`src/rtl/btes_pkg.sv`:
```
// btes_pkg: constants, calendar tables and BCD helpers for the elapsed-seconds unit
// no dependencies; imported by bcd_timestamp_elapsed_seconds_unit
`timescale 1ns / 1ps
`default_nettype none

package btes_pkg;

  // field widths
  localparam int unsigned YEAR_W   = 8;
  localparam int unsigned MONTH_W  = 5;
  localparam int unsigned DAY_W    = 6;
  localparam int unsigned HOUR_W   = 7;
  localparam int unsigned MINSEC_W = 7;
  localparam int unsigned SEC_W    = 32;

  // in-year seconds stay below 2^26, day count below 2^9
  localparam int unsigned INYEAR_W = 26;
  localparam int unsigned DAYS_W   = 9;

  localparam logic [INYEAR_W-1:0] SECS_PER_DAY  = 26'd86400;
  localparam logic [INYEAR_W-1:0] SECS_PER_HOUR = 26'd3600;
  localparam logic [INYEAR_W-1:0] SECS_PER_MIN  = 26'd60;
  localparam logic [INYEAR_W-1:0] SECS_PER_YEAR = 26'd31536000;
  localparam logic [SEC_W-1:0]    REJECT_VALUE  = 32'hFFFF_FFFE;

  // hour byte flags
  localparam logic [6:0] HOUR_12H_BIT = 7'h40;
  localparam logic [6:0] HOUR_PM_BIT  = 7'h20;
  localparam logic [6:0] HOUR_MASK    = 7'h1F;
  localparam logic [6:0] HOUR_PM_ADD  = 7'h12;

  localparam logic [3:0] NIBBLE_MASK  = 4'h0F;
  localparam logic [7:0] MONTH_MAX    = 8'd12;

  // month lengths of a common year, and days before the start of month m (index 0..12)
  localparam logic [4:0] MONTH_LEN [12] = '{
    5'd31, 5'd28, 5'd31, 5'd30, 5'd31, 5'd30, 5'd31, 5'd31, 5'd30, 5'd31, 5'd30, 5'd31
  };
  localparam logic [DAYS_W-1:0] CUM_DAYS [13] = '{
    9'd0, 9'd0, 9'd31, 9'd59, 9'd90, 9'd120, 9'd151,
    9'd181, 9'd212, 9'd243, 9'd273, 9'd304, 9'd334
  };

  // two-digit bcd decode, no digit check: high*10 + low
  function automatic logic [7:0] bcd_dec(input logic [7:0] b);
    logic [7:0] hi;
    logic [7:0] lo;
    hi = {4'b0, b[7:4] & NIBBLE_MASK};
    lo = {4'b0, b[3:0] & NIBBLE_MASK};
    return (hi << 3) + (hi << 1) + lo;
  endfunction

  // whole days since the start of the year, months clamped to december
  function automatic logic [DAYS_W-1:0] year_days(input logic [7:0] year,
                                                  input logic [7:0] month,
                                                  input logic [7:0] day);
    logic [3:0]        m;
    logic [DAYS_W-1:0] d;
    m = (month > MONTH_MAX) ? 4'd12 : month[3:0];
    d = CUM_DAYS[m];
    if (day > 8'd1) begin
      d = d + {1'b0, day - 8'd1};
    end
    if (year[1:0] == 2'b00 && m > 4'd2) begin
      d = d + 9'd1;
    end
    return d;
  endfunction

endpackage

`default_nettype wire

```
`src/rtl/bcd_timestamp_elapsed_seconds_unit.sv`:
```
// bcd_timestamp_elapsed_seconds_unit: seconds between two bcd calendar timestamps
// uses btes_pkg (tables, bcd decode, constants); one shared multiply-accumulate unit
`timescale 1ns / 1ps
`default_nettype none

// channel  | direction | handshake           | payload
// ---------+-----------+---------------------+---------------------------------------
// in_      | input     | in_valid / in_stall | last_* and now_* bcd timestamp fields
// out_     | output    | out_valid/out_stall | elapsed_seconds, elapsed_valid
//
// an item loads the result register after 12 steps of the shared multiply-accumulate
// unit (4 per timestamp, 4 for the difference, check folded in) and one step into the
// output register; a rejected item skips three steps.
// in_stall is high from accept until the result moves out, so the next item waits for it.
// a result held by out_stall keeps the sequencer in its last step; rst_n clears
// the sequencer and out_valid only.

module bcd_timestamp_elapsed_seconds_unit (
  input  wire logic                         clk,
  input  wire logic                         rst_n,
  input  wire logic                         in_valid,
  output logic                              in_stall,
  input  wire logic [btes_pkg::YEAR_W-1:0]   in_last_year_bcd,
  input  wire logic [btes_pkg::MONTH_W-1:0]  in_last_month_bcd,
  input  wire logic [btes_pkg::DAY_W-1:0]    in_last_day_bcd,
  input  wire logic [btes_pkg::HOUR_W-1:0]   in_last_hour_raw,
  input  wire logic [btes_pkg::MINSEC_W-1:0] in_last_minute_bcd,
  input  wire logic [btes_pkg::MINSEC_W-1:0] in_last_second_bcd,
  input  wire logic [btes_pkg::YEAR_W-1:0]   in_now_year_bcd,
  input  wire logic [btes_pkg::MONTH_W-1:0]  in_now_month_bcd,
  input  wire logic [btes_pkg::DAY_W-1:0]    in_now_day_bcd,
  input  wire logic [btes_pkg::HOUR_W-1:0]   in_now_hour_raw,
  input  wire logic [btes_pkg::MINSEC_W-1:0] in_now_minute_bcd,
  input  wire logic [btes_pkg::MINSEC_W-1:0] in_now_second_bcd,
  output logic                              out_valid,
  input  wire logic                         out_stall,
  output logic [btes_pkg::SEC_W-1:0]         out_elapsed_seconds,
  output logic                              out_elapsed_valid
);

  import btes_pkg::*;

  typedef enum logic [3:0] {
    S_IDLE, S_L_DAY, S_L_HR, S_L_MIN, S_L_SEC,
    S_N_DAY, S_N_HR, S_N_MIN, S_N_SEC,
    S_D_YEAR, S_D_NOW, S_D_LAST, S_D_LEAP, S_DONE
  } state_t;

  state_t state_r, state_nxt;

  // decoded operands of the captured item
  logic [7:0]          ly_r, ny_r, ly_nxt, ny_nxt;
  logic [DAYS_W-1:0]   lday_r, nday_r, lday_nxt, nday_nxt;
  logic [7:0]          lhr_r, nhr_r, lhr_nxt, nhr_nxt;
  logic [7:0]          lmin_r, nmin_r, lmin_nxt, nmin_nxt;
  logic [7:0]          lsec_r, nsec_r, lsec_nxt, nsec_nxt;

  // in-year seconds and the accumulator
  logic [INYEAR_W-1:0] ls_r, ns_r, ls_nxt, ns_nxt;
  logic [SEC_W-1:0]    acc_r, acc_nxt;
  logic                rej_r, rej_nxt;

  logic                out_valid_r, out_valid_nxt;
  logic [SEC_W-1:0]    out_sec_r, out_sec_nxt;
  logic                out_ok_r, out_ok_nxt;

  // shared unit operands
  logic [8:0]          mul_a;
  logic [INYEAR_W-1:0] mul_b;
  logic                mul_clr, mul_sub;
  logic [34:0]         prod;
  logic [SEC_W-1:0]    unit_res;

  logic                in_acc, out_free;
  logic [6:0]          lh_adj, nh_adj;
  logic [7:0]          span;
  logic [5:0]          leap_cnt;

  assign in_stall            = (state_r != S_IDLE);
  assign in_acc              = in_valid && !in_stall;
  assign out_valid           = out_valid_r;
  assign out_elapsed_seconds = out_sec_r;
  assign out_elapsed_valid   = out_ok_r;
  assign out_free            = !out_valid_r || !out_stall;

  // twelve-hour fix-up only when both hour bytes are in twelve-hour mode
  always_comb begin
    lh_adj = in_last_hour_raw;
    nh_adj = in_now_hour_raw;
    if ((in_last_hour_raw & HOUR_12H_BIT) != 7'd0 &&
        (in_now_hour_raw & HOUR_12H_BIT) != 7'd0) begin
      if ((in_now_hour_raw & HOUR_PM_BIT) != 7'd0) begin
        nh_adj = (in_now_hour_raw & HOUR_MASK) + HOUR_PM_ADD;
      end
      if ((in_last_hour_raw & HOUR_PM_BIT) != 7'd0) begin
        lh_adj = (in_last_hour_raw & HOUR_MASK) + HOUR_PM_ADD;
      end
    end
  end

  // year span and count of leap years strictly between the two
  assign span = ny_r - ly_r;
  always_comb begin
    logic [7:0] hi_q;
    logic [7:0] lo_q;
    hi_q = (ny_r - 8'd1) >> 2;
    lo_q = ly_r >> 2;
    leap_cnt = (ny_r > ly_r) ? 6'(hi_q - lo_q) : 6'd0;
  end

  // operand select for the shared multiply-accumulate unit
  always_comb begin
    mul_a   = 9'd0;
    mul_b   = '0;
    mul_clr = 1'b0;
    mul_sub = 1'b0;
    case (state_r)
      S_L_DAY:  begin mul_a = lday_r;         mul_b = SECS_PER_DAY;  mul_clr = 1'b1; end
      S_L_HR:   begin mul_a = {1'b0, lhr_r};  mul_b = SECS_PER_HOUR; end
      S_L_MIN:  begin mul_a = {1'b0, lmin_r}; mul_b = SECS_PER_MIN;  end
      S_L_SEC:  begin mul_a = {1'b0, lsec_r}; mul_b = 26'd1;         end
      S_N_DAY:  begin mul_a = nday_r;         mul_b = SECS_PER_DAY;  mul_clr = 1'b1; end
      S_N_HR:   begin mul_a = {1'b0, nhr_r};  mul_b = SECS_PER_HOUR; end
      S_N_MIN:  begin mul_a = {1'b0, nmin_r}; mul_b = SECS_PER_MIN;  end
      S_N_SEC:  begin mul_a = {1'b0, nsec_r}; mul_b = 26'd1;         end
      S_D_YEAR: begin mul_a = {1'b0, span};   mul_b = SECS_PER_YEAR; mul_clr = 1'b1; end
      S_D_NOW:  begin mul_a = 9'd1;           mul_b = ns_r;          end
      S_D_LAST: begin mul_a = 9'd1;           mul_b = ls_r;          mul_sub = 1'b1; end
      S_D_LEAP: begin mul_a = {3'b0, leap_cnt}; mul_b = SECS_PER_DAY; end
      default:  begin mul_a = 9'd0;           mul_b = '0;            end
    endcase
  end

  // shared unit: acc (or zero when cleared) +/- a*b, modulo 2^32
  always_comb begin
    logic [SEC_W-1:0] base;
    base     = mul_clr ? '0 : acc_r;
    prod     = 35'(mul_a) * 35'(mul_b);
    unit_res = mul_sub ? base - prod[SEC_W-1:0] : base + prod[SEC_W-1:0];
  end

  // sequencer
  always_comb begin
    state_nxt     = state_r;
    ly_nxt        = ly_r;
    ny_nxt        = ny_r;
    lday_nxt      = lday_r;
    nday_nxt      = nday_r;
    lhr_nxt       = lhr_r;
    nhr_nxt       = nhr_r;
    lmin_nxt      = lmin_r;
    nmin_nxt      = nmin_r;
    lsec_nxt      = lsec_r;
    nsec_nxt      = nsec_r;
    ls_nxt        = ls_r;
    ns_nxt        = ns_r;
    acc_nxt       = acc_r;
    rej_nxt       = rej_r;
    out_valid_nxt = out_valid_r && out_stall;
    out_sec_nxt   = out_sec_r;
    out_ok_nxt    = out_ok_r;
    case (state_r)
      S_IDLE: begin
        if (in_acc) begin
          ly_nxt    = bcd_dec(in_last_year_bcd);
          ny_nxt    = bcd_dec(in_now_year_bcd);
          lday_nxt  = year_days(bcd_dec(in_last_year_bcd),
                                bcd_dec({3'b0, in_last_month_bcd}),
                                bcd_dec({2'b0, in_last_day_bcd}));
          nday_nxt  = year_days(bcd_dec(in_now_year_bcd),
                                bcd_dec({3'b0, in_now_month_bcd}),
                                bcd_dec({2'b0, in_now_day_bcd}));
          lhr_nxt   = bcd_dec({1'b0, lh_adj});
          nhr_nxt   = bcd_dec({1'b0, nh_adj});
          lmin_nxt  = bcd_dec({1'b0, in_last_minute_bcd});
          nmin_nxt  = bcd_dec({1'b0, in_now_minute_bcd});
          lsec_nxt  = bcd_dec({1'b0, in_last_second_bcd});
          nsec_nxt  = bcd_dec({1'b0, in_now_second_bcd});
          rej_nxt   = 1'b0;
          state_nxt = S_L_DAY;
        end
      end
      S_L_DAY:  begin acc_nxt = unit_res; state_nxt = S_L_HR;  end
      S_L_HR:   begin acc_nxt = unit_res; state_nxt = S_L_MIN; end
      S_L_MIN:  begin acc_nxt = unit_res; state_nxt = S_L_SEC; end
      S_L_SEC: begin
        ls_nxt    = unit_res[INYEAR_W-1:0];
        state_nxt = S_N_DAY;
      end
      S_N_DAY:  begin acc_nxt = unit_res; state_nxt = S_N_HR;  end
      S_N_HR:   begin acc_nxt = unit_res; state_nxt = S_N_MIN; end
      S_N_MIN:  begin acc_nxt = unit_res; state_nxt = S_N_SEC; end
      S_N_SEC: begin
        ns_nxt    = unit_res[INYEAR_W-1:0];
        state_nxt = S_D_YEAR;
      end
      // earlier year or earlier in-year time rejects the item
      S_D_YEAR: begin
        acc_nxt = unit_res;
        if (ny_r < ly_r || ns_r < ls_r) begin
          rej_nxt   = 1'b1;
          state_nxt = S_DONE;
        end else begin
          state_nxt = S_D_NOW;
        end
      end
      S_D_NOW:  begin acc_nxt = unit_res; state_nxt = S_D_LAST; end
      S_D_LAST: begin acc_nxt = unit_res; state_nxt = S_D_LEAP; end
      S_D_LEAP: begin acc_nxt = unit_res; state_nxt = S_DONE;   end
      // move the result once the output register is free
      S_DONE: begin
        if (out_free) begin
          out_valid_nxt = 1'b1;
          out_sec_nxt   = rej_r ? REJECT_VALUE : acc_r;
          out_ok_nxt    = !rej_r;
          state_nxt     = S_IDLE;
        end
      end
      default: begin
        state_nxt = S_IDLE;
      end
    endcase
  end

  // state and registered outputs
  always_ff @(posedge clk) begin
    if (!rst_n) begin
      state_r     <= S_IDLE;
      out_valid_r <= 1'b0;
    end else begin
      state_r     <= state_nxt;
      out_valid_r <= out_valid_nxt;
    end
    ly_r      <= ly_nxt;
    ny_r      <= ny_nxt;
    lday_r    <= lday_nxt;
    nday_r    <= nday_nxt;
    lhr_r     <= lhr_nxt;
    nhr_r     <= nhr_nxt;
    lmin_r    <= lmin_nxt;
    nmin_r    <= nmin_nxt;
    lsec_r    <= lsec_nxt;
    nsec_r    <= nsec_nxt;
    ls_r      <= ls_nxt;
    ns_r      <= ns_nxt;
    acc_r     <= acc_nxt;
    rej_r     <= rej_nxt;
    out_sec_r <= out_sec_nxt;
    out_ok_r  <= out_ok_nxt;
  end

  // checks
  a_start: assert property (@(posedge clk) disable iff (!rst_n)
    in_valid && !in_stall |=> state_r == S_L_DAY)
    else $error("accepted item did not start the sequencer");

  a_out_from_done: assert property (@(posedge clk) disable iff (!rst_n)
    $rose(out_valid_r) |-> $past(state_r) == S_DONE)
    else $error("result loaded outside the final step");

  a_reject_value: assert property (@(posedge clk) disable iff (!rst_n)
    out_valid_r && !out_ok_r |-> out_sec_r == REJECT_VALUE)
    else $error("rejected item carries a wrong value");

  a_no_overwrite: assert property (@(posedge clk) disable iff (!rst_n)
    out_valid_r && out_stall |=> out_valid_r && $stable(out_sec_r))
    else $error("held result lost or changed");

endmodule

`default_nettype wire
```
`config.mk`:
```
export PLATFORM = sky130hd
export DESIGN_NAME = bcd_timestamp_elapsed_seconds_unit
export DESIGN_NICKNAME = d
export VERILOG_FILES = /design/src/rtl/btes_pkg.sv /design/src/rtl/bcd_timestamp_elapsed_seconds_unit.sv
export SDC_FILE = /design/constraint.sdc
export NUM_CORES = 1
export LEC_CHECK = 0
export ABC_CLOCK_PERIOD_IN_PS = 14500
export BUFFER_PORTS_ARGS = -buffer_cell sky130_fd_sc_hd__buf_4
export CORE_ASPECT_RATIO = 0.8
export CORE_MARGIN = 1.5
export CORE_UTILIZATION = 45
export CTS_BUF_LIST = sky130_fd_sc_hd__clkbuf_16
export DETAILED_ROUTE_END_ITERATION = 8
export GPL_ROUTABILITY_DRIVEN = 0
export HOLD_SLACK_MARGIN = 0.02
export PLACE_DENSITY_LB_ADDON = 0.3
export SYNTH_ARGS = -nofsm -noshare
export SYNTH_HDL_FRONTEND = slang
export SYNTH_SLANG_ARGS = --single-unit
```
`constraint.sdc`:
```
create_clock -name clk -period 14.5 [get_ports clk]
set_input_delay 0.725 -clock clk [delete_from_list [all_inputs] [get_ports clk]]
set_output_delay 0.725 -clock clk [all_outputs]
set_load 0.005 [all_outputs]
```
[Yosys cells after proc, flatten, opt, wreduce, memory -nomap -nowiden]
Memories as Yosys holds them, arrays and structs flattened.
Cells that the tools add are included.
Cells by class
  add/sub/neg operators: 37
  multipliers: 1
  $lt $le $gt $ge: 11
  equality and inequality tests: 16
  multiplexer cells: 34
  bitwise logic cells: 2
  reductions and logical operators: 27
Operator list (number)
  $pmux W26 S7: 1
  $mux W9: 12
  $pmux W9 S11: 1
  $mux W32: 2
  $add A6 B4 Y7: 8
  $pmux W4 S14: 1
  $add A7 B4 Y8: 6
  $add A32 B32 Y32: 1
  $mul A9 B26 Y32: 1
  $sub A32 B32 Y32: 1
  $mux W7: 4
  $lt A26 B26 Y1: 1
  $eq A4 B4 Y1 const B: 6
  $add A9 B1 Y9 const B: 2
  $add A9 B8 Y9: 2
  $add A7 B5 Y8: 2
  $add A8 B4 Y8: 2
  $eq A4 B3 Y1 const B: 4
  $mux W4: 4
  $sub A7 B1 Y8 const B: 2
  $gt A7 B1 Y1 const B: 2
  $add A5 B3 Y6: 2
  $add A5 B4 Y6: 2
  $add A5 B5 Y6 const B: 2
  other kinds (29): 57
Storage, ports and cells
  flip-flop bits (word level): 205
  memory bits (read-only): 288
  bits of input ports: 84
  output and inout port bits: 35
  memories kept: 2
Memory list
  (no name shown): depth 16, width 9, read ports 1, clocked after memory_dff 0, wr ports 0, line btes_pkg.sv:60  | d = CUM_DAYS[m];
  (no name shown): depth 16, width 9, read ports 1, clocked after memory_dff 0, wr ports 0, line btes_pkg.sv:60

[Depth between registers and ports, before layout]
Gate-level depths: netlist (run 1).
  depth after elaboration: 14
  depth in mapped cells: 42
  mapped depth without buffers: 41

[Worst setup path after synthesis (run 1)]
No wires, ideal clock.
  path kind: register to register
  start point: register state_r[3]
  end point: register acc_r[29], data pin
  data arrival time: 10.789 ns
  required time: 14.242 ns
  slack: 3.453 ns
  stages on the path, launching flop included: 34
  buffers on the path: 3
  clock period less this slack: 11.047 ns
  cell sequence: dfxtp_1 clkbuf_1 clkbuf_1 nor4_1 a22o_1 a21oi_1 o211ai_1 clkbuf_1 nand2_1 fa_1 inv_1 fa_1 fa_1 inv_1 fa_1 inv_1 ha_1 nor4_1 a21oi_1 a2111oi_0 o22ai_1 a211oi_1 nand4_1 o21ai_1 xnor2_1 ha_1 a21oi_1 a21boi_0 a31oi_1 o21a_1 a221oi_1 o21bai_1 a21oi_1 xnor2_1
On the way
  word-level cells in the longest chain between the ends: 6
Ends and longest elaborated chain
  start: declaration: line bcd_timestamp_elapsed_seconds_unit.sv:49  | state_t state_r, state_nxt;
  start signal: assignment: line bcd_timestamp_elapsed_seconds_unit.sv:231  | state_r <= state_nxt;
  $eq A4 B4 Y1 (tied with other cells): line bcd_timestamp_elapsed_seconds_unit.sv:117  | case (state_r)
  $reduce_or A2 Y1 (no line) or $reduce_or A3 Y1 (tied branches)
  $pmux W9 S11 (tied with other cells): line bcd_timestamp_elapsed_seconds_unit.sv:117
  $mul A9 B26 Y32 or $mux W32 (tied branches): line bcd_timestamp_elapsed_seconds_unit.sv:138, bcd_timestamp_elapsed_seconds_unit.sv:137
  $add A32 B32 Y32 or $sub A32 B32 Y32 (tied branches): line bcd_timestamp_elapsed_seconds_unit.sv:139  | unit_res = mul_sub ? base - prod[SEC_W-1:0] : base + prod[SEC_W-1:0];
  $mux W32 *: line bcd_timestamp_elapsed_seconds_unit.sv:139
  via unit_res[29]: line bcd_timestamp_elapsed_seconds_unit.sv:72  | logic [SEC_W-1:0] unit_res;
  end signal: assignment: line bcd_timestamp_elapsed_seconds_unit.sv:246  | acc_r <= acc_nxt;
  end: declaration: line bcd_timestamp_elapsed_seconds_unit.sv:60  | logic [SEC_W-1:0] acc_r, acc_nxt;
Mark *: on every way through the listed nets, which the timed path passes. The rest lies on a longest branch.
A chain may end at the register's enable or synchronous reset.

[Worst setup path in the final report (run 1)]
  start point: register state_r[0]
  end point: register acc_r[29], data pin
The elaborated chain is that of the path after synthesis.

==> impl_metrics.ini, run 1 <==
[outcome]
outcome = completed

[global_route]
antenna_found_initial = 0
overflow = 0
grt_pass1_vias = 16603
grt_pass1_wl_um = 85600
grt_use_total_pct = 22.6
grt_max_degree = 78

[route]
via_count = 16066
routed_wl_um = 52400
drtIter0Drc = 1152
routed_via_density = 5.44
drt-pass1-iter-count = 5
postRouteAntennaNets = 0
wire_per_inst_um = 17.7
drcViolationCount = 0

[synth]
yosys_warnings = 0
synth-edff-count = 194
yosys.area.top_type_share_pct = 27.5
ys.flop_type = edfxtp_1
synthCells = 2152
synth_mux_area_share_pct = 1.78
async_reset_ff_share_pct = 0
syn_avg_cell_area_um2 = 9.85
synth_top_cell_by_area = edfxtp_1
syn_area_um2 = 21200
synthMostInstantiatedCell = inv_1
ys_ff_latch = 199
synth_xor_area_share_pct = 7.08
synth_simple_gate_area_share_pct = 12.9
synth.area.top_cells = edfxtp_1 (27%), fa_1 (18%), ha_1 (12%)
yosysSeqAreaShare_pct = 28.0
synth_compound_area_share_pct = 13.2
synthTopCellsByCount = inv_1 (327), ha_1 (210), edfxtp_1 (194), fa_1 (190), nand2_1 (155)
synth_fa_ha_area_share_pct = 30.3
ys_types = 84
synth_top_family_by_area = adder cells

[floorplanning]
rows = 70
die_area_um2 = 48400
fp.dieH_um = 197
top_level_ports = 119
core_area_um2 = 46100
initial_core_util_pct = 46.0
die_w_um = 246

[sta]
fmax_mhz = 87.6
tns_ns = 0
slew_headroom_pct = 6.42
tightestPinTransition_ns = 1.37
finalCriticalPeriod_ns = 11.42
slew_viol_final = 0
hold_viol = 0
hold_slack_ns = 0.444
setup_viol = 0
clock_skew_ns = 0.0165
finalCritPeriodShare_pct = 78.8
rsz0062_at_grt = no
fin_ws_ns = 3.08

[final_layout]
area_growth_syn_to_layout_pct = 11.9
drive_above_1_share_pct = 10.5
antenna_cells = 0
nNetsFinal = 2816
final_cells = 2956
postLayoutCoreUtil_pct = 51.5
fillers = 4200

[clocking]
ctsHoldBuffers = 0
htreeDepth = 4
root_buffer = clkbuf_16
ctsResizeCount = 0
tritoncts = yes
clkLatencyLatePin_ns = 0.47
cts_setup_buffers = 0
cts_buffer_depth = 2
cts-buffers-inserted = 17
clk_pin_slew_worst_paths_ns = 0.08
clock-sinks = 199

[critical_path]
endpoint_kind = register
critical-path-top-delay-family = compound AO/OA/AOI/OAI gates
crit_required_ns = 14.72
cp.arrival_ns = 11.64
cp_max_fo = 32
critPathSlowestCell = a2111oi_0
cp-start-kind = register
rr_worst_depth = 37
crit_buf_inv = 7
r2r_end = acc_r[29]$_DFFE_PP_
max_stage_delay_ns = 1.14
path_class = register to register
r2r-start = state_r[0]$_SDFFE_PN0P_
regToRegSetupSlack_ns = 3.08

[placement]
pre_cts_slack_ns = 3.61
dp_hpwl_um = 42400
io_buffers = 118
dp_cells = 2925

[power_and_ir_drop]
combPwrFrac_pct = 68.1
vdd_drop_max_uv = 198
seq_power_share_pct = 21.8
power_density_nw_per_um2 = 209
power_frac_clock_pct = 10.2
switchingPower_w = 0.00235
internal_power_w = 0.00262
p_leak_nw = 10.7
swShare_pct = 47.2

[min_path]
holdPathStages = 1
hp-class = primary input to register
hold_end = nhr_r[0]$_DFFE_PP_
min_from = in_now_hour_raw[0]

[flow_run]
drv_cap = 0
sequential cells by signal, summed over array words and instances, names as in the netlist, 8 cells and up:
register             flops
ly_r                     8
lday_r                   9
nday_r                   9
ls_r                    26
ny_r                     8
ns_r                    26
out_elapsed_seconds     32
acc_r                   32
power by group through the flow:
stage | registers (W) | clock network (W) | logic [W]
after floorplan | 0.00107 | 0 | 0.00256
final | 0.00108 | 0.000504 | 0.00338
after global placement | 0.00109 | 0 | 0.00323
after detailed placement | 0.00110 | 0 | 0.00330
after CTS | 0.00108 | 0.000517 | 0.00334
after global routing | 0.00110 | 0.000535 | 0.00377
cell type report:
type                       instances  area, um2  share of cell area [%]
clock inverter                    14        189                   0.797
multi-input combinational       1650      14200                    59.7
clock buffer                      17        425                    1.79
timing repair buffer             133        998                    4.21
tap                              612        766                    3.23
sequential                       199       5930                    25.0
inverter                         331       1240                    5.24
cells in the final DEF, fill, tap and decap left out, types with 19 or more instances in the layout:
cell type | synthesis | layout
a31oi_1 | 21 | 21
nand3_1 | 42 | 42
buf_4 | 0 | 133
fa_1 | 190 | 190
xor2_1 | 62 | 61
o21ai_0 | 50 | 50
a21oi_1 | 126 | 126
conb_1 | 2 | 79
or2_2 | 33 | 33
xnor2_1 | 105 | 105
inv_1 | 327 | 328
and2_1 | 52 | 52
nor2b_1 | 28 | 28
nor2_1 | 117 | 116
nand2b_1 | 25 | 25
nor3_1 | 30 | 27
a21o_1 | 57 | 57
nand2_1 | 155 | 155
ha_1 | 210 | 210
o21a_1 | 21 | 21
edfxtp_1 | 194 | 194
mux2_2 | 19 | 19
cells by family after synthesis:
logic type,after synthesis
simple gates,549
compound gates,419
fa+ha+maj,400
buf+inv,380
flops,199
xor+xnor,169
mux,34
other cells,2
through the flow:
step                      power, W  instance area, um2
after floorplan            0.00363               21500
after global placement     0.00433               23100
after detailed placement   0.00440               23100
after CTS                  0.00494               23700
after global routing       0.00540               23700
final                      0.00497               23700
how the worst max path moves through the flow:
stage,to,slack (ns),cells past startpoint,from
floorplan,acc_r[29]$_DFFE_PP_,3.45,33,state_r[3]$_SDFFE_PN0P_
global placement,acc_r[29]$_DFFE_PP_,3.79,37,state_r[0]$_SDFFE_PN0P_
detailed placement,acc_r[29]$_DFFE_PP_,3.61,37,state_r[0]$_SDFFE_PN0P_
CTS,acc_r[29]$_DFFE_PP_,3.49,37,state_r[0]$_SDFFE_PN0P_
global route,acc_r[29]$_DFFE_PP_,2.58,37,state_r[0]$_SDFFE_PN0P_
finish,acc_r[29]$_DFFE_PP_,3.08,37,state_r[0]$_SDFFE_PN0P_
metal layers:
metal	vias to the layer above	GRT usage, %	wire [um]
li1	7603	-	-
met1	7916	30.5	23700
met2	482	36.2	23700
met3	65	5.65	3810
met4	0	6.09	1110
met5	-	0	0
Power figures use the tool's default switching activity.
==> inputs of run 2 (changes only) <==
- ABC_CLOCK_PERIOD_IN_PS: 14500 -> 10100
- clock period: 14.5 -> 10.1 ns (I/O delays scaled with it)
==> run 2 against run 1 <==
Net effect: sequential share of layout area fell by 0.58 points; design area rose by 2.4%; hold slack got worse by 0.23 ns; critical path depth fell by 4; critical path type unchanged.
==> impl_metrics.ini, run 2 (synthesized netlist as in run 1, its figures left out) <==
[power_and_ir_drop]
vdd_drop_max_uv = 311
p_leak_nw = 11.0
power_frac_clock_pct = 9.3
combPwrFrac_pct = 70.2
switchingPower_w = 0.00351
seq_power_share_pct = 20.5
swShare_pct = 46.2
internal_power_w = 0.00408
power_density_nw_per_um2 = 313

[critical_path]
r2r-start = ny_r[4]$_DFFE_PP_
endpoint_kind = register
critPathSlowestCell = or4b_1
max_stage_delay_ns = 0.64
r2r_end = acc_r[28]$_DFFE_PP_
critical-path-top-delay-family = simple AND/OR/NAND/NOR gates
path_class = register to register
crit_required_ns = 10.33
regToRegSetupSlack_ns = 0.57
crit_buf_inv = 4
cp_max_fo = 11
cp.arrival_ns = 9.76
rr_worst_depth = 33
cp-start-kind = register

[final_layout]
nNetsFinal = 2880
final_cell_mix = inv_1 (328), ha_1 (210), buf_4 (197), edfxtp_1 (194), fa_1 (190)
fillers = 4063
multi_input_area_um2 = 14300
register_area_um2 = 5930
drive_above_1_share_pct = 13.5
antenna_cells = 0
area_growth_syn_to_layout_pct = 14.6
final_cells = 3021
final_common_cell = inv_1
postLayoutCoreUtil_pct = 52.7

[clocking]
clk_pin_slew_worst_paths_ns = 0.08
ctsHoldBuffers = 0
tritoncts = yes
clkLatencyLatePin_ns = 0.47
root_buffer = clkbuf_16
cts-buffers-inserted = 17
htreeDepth = 4
cts_buffer_depth = 2
clock-sinks = 199

[sta]
fmax_mhz = 105
slew_headroom_pct = 34.8
finalCriticalPeriod_ns = 9.53
setup_viol = 0
slew_viol_final = 0
hold_viol = 0
tightestPinTransition_ns = 0.978
finalCritPeriodShare_pct = 94.4
clock_skew_ns = 0.0130

[floorplanning]
core_area_um2 = 46100
top_level_ports = 119
die_w_um = 246
fp.dieH_um = 197
rows = 70
die_area_um2 = 48400
initial_core_util_pct = 46.0

[min_path]
hold_end = nhr_r[0]$_DFFE_PP_
holdPathStages = 1
hp-class = primary input to register
min_from = in_now_hour_raw[0]

[route]
routed_wl_um = 53200
postRouteAntennaNets = 0
drcViolationCount = 0
wire_per_inst_um = 17.6
routed_via_density = 5.37
via_count = 16235
drtIter0Drc = 1260
drt-pass1-iter-count = 5

[global_route]
grt_pass1_wl_um = 85800
grt_use_total_pct = 22.7
antenna_found_initial = 0
grt_max_degree = 78
overflow = 0
grt_pass1_vias = 16555

[placement]
io_buffers = 118
dp_hpwl_um = 43200
dp_cells = 2987

[outcome]
outcome = completed

[flow_run]
drv_cap = 0
==> run 2: power groups by stage <==
stage               Combinational, W  Clock [W]  Sequential [W]
detailed placement           0.00515          0         0.00157
CTS                          0.00519   0.000722         0.00156
global placement             0.00499          0         0.00157
global route                 0.00587   0.000749         0.00157
finish                       0.00533   0.000704         0.00156
floorplan                    0.00368          0         0.00154
==> run 2: worst max-delay path by stage <==
stage | startpoint | end | slack, ns | cells past startpoint
2_1_floorplan | state_r[3]$_SDFFE_PN0P_ | acc_r[29]$_DFFE_PP_ | 0.32 | 33
3_3_place_gp | ny_r[1]$_DFFE_PP_ | acc_r[31]$_DFFE_PP_ | 0.41 | 39
3_5_place_dp | ny_r[1]$_DFFE_PP_ | acc_r[29]$_DFFE_PP_ | 0.33 | 38
4_1_cts | ny_r[1]$_DFFE_PP_ | acc_r[29]$_DFFE_PP_ | 0.26 | 38
5_1_grt | ny_r[2]$_DFFE_PP_ | acc_r[31]$_DFFE_PP_ | -0.03 | 41
6_report | ny_r[4]$_DFFE_PP_ | acc_r[28]$_DFFE_PP_ | 0.57 | 33
==> run 2: metrics by stage <==
stage          instance area [um2]  setup slack (ns)  hold WS [ns]  setup TNS, ns  total power (W)
2_1_floorplan                21500             0.323         0.500              0          0.00522
3_3_place_gp                 23600             0.410         0.513              0          0.00656
3_5_place_dp                 23600             0.334         0.516              0          0.00672
4_1_cts                      24200             0.259         0.181              0          0.00747
5_1_grt                      24300           -0.0302         0.184        -0.0302          0.00819
6_report                     24300             0.565         0.211              0          0.00759
==> run 2: timing repair <==
action | 4_1_cts | 5_1_grt
resized for setup | 0 | 19
endpoints found under the hold margin | 0 | 0
buffers inserted | 0 | 2
setup endpoints to repair | 0 | 15
==> run 2: final cells by class <==
type / count / share of cell area [%]
Tap cell: 612 / 3.15
Clock inverter: 15 / 0.716
Timing Repair Buffer: 197 / 6.09
Inverter: 331 / 5.12
Clock buffer: 17 / 1.75
Sequential cell: 199 / 24.4
Multi-Input combinational cell: 1650 / 58.8
==> run 2: routing by layer <==
layer	up-vias	track usage, %	wire length [um]
met2	490	36.2	24300
met5	-	0	0
met4	0	5.25	846
met1	7938	31.3	24000
li1	7746	-	-
met3	61	5.15	3960
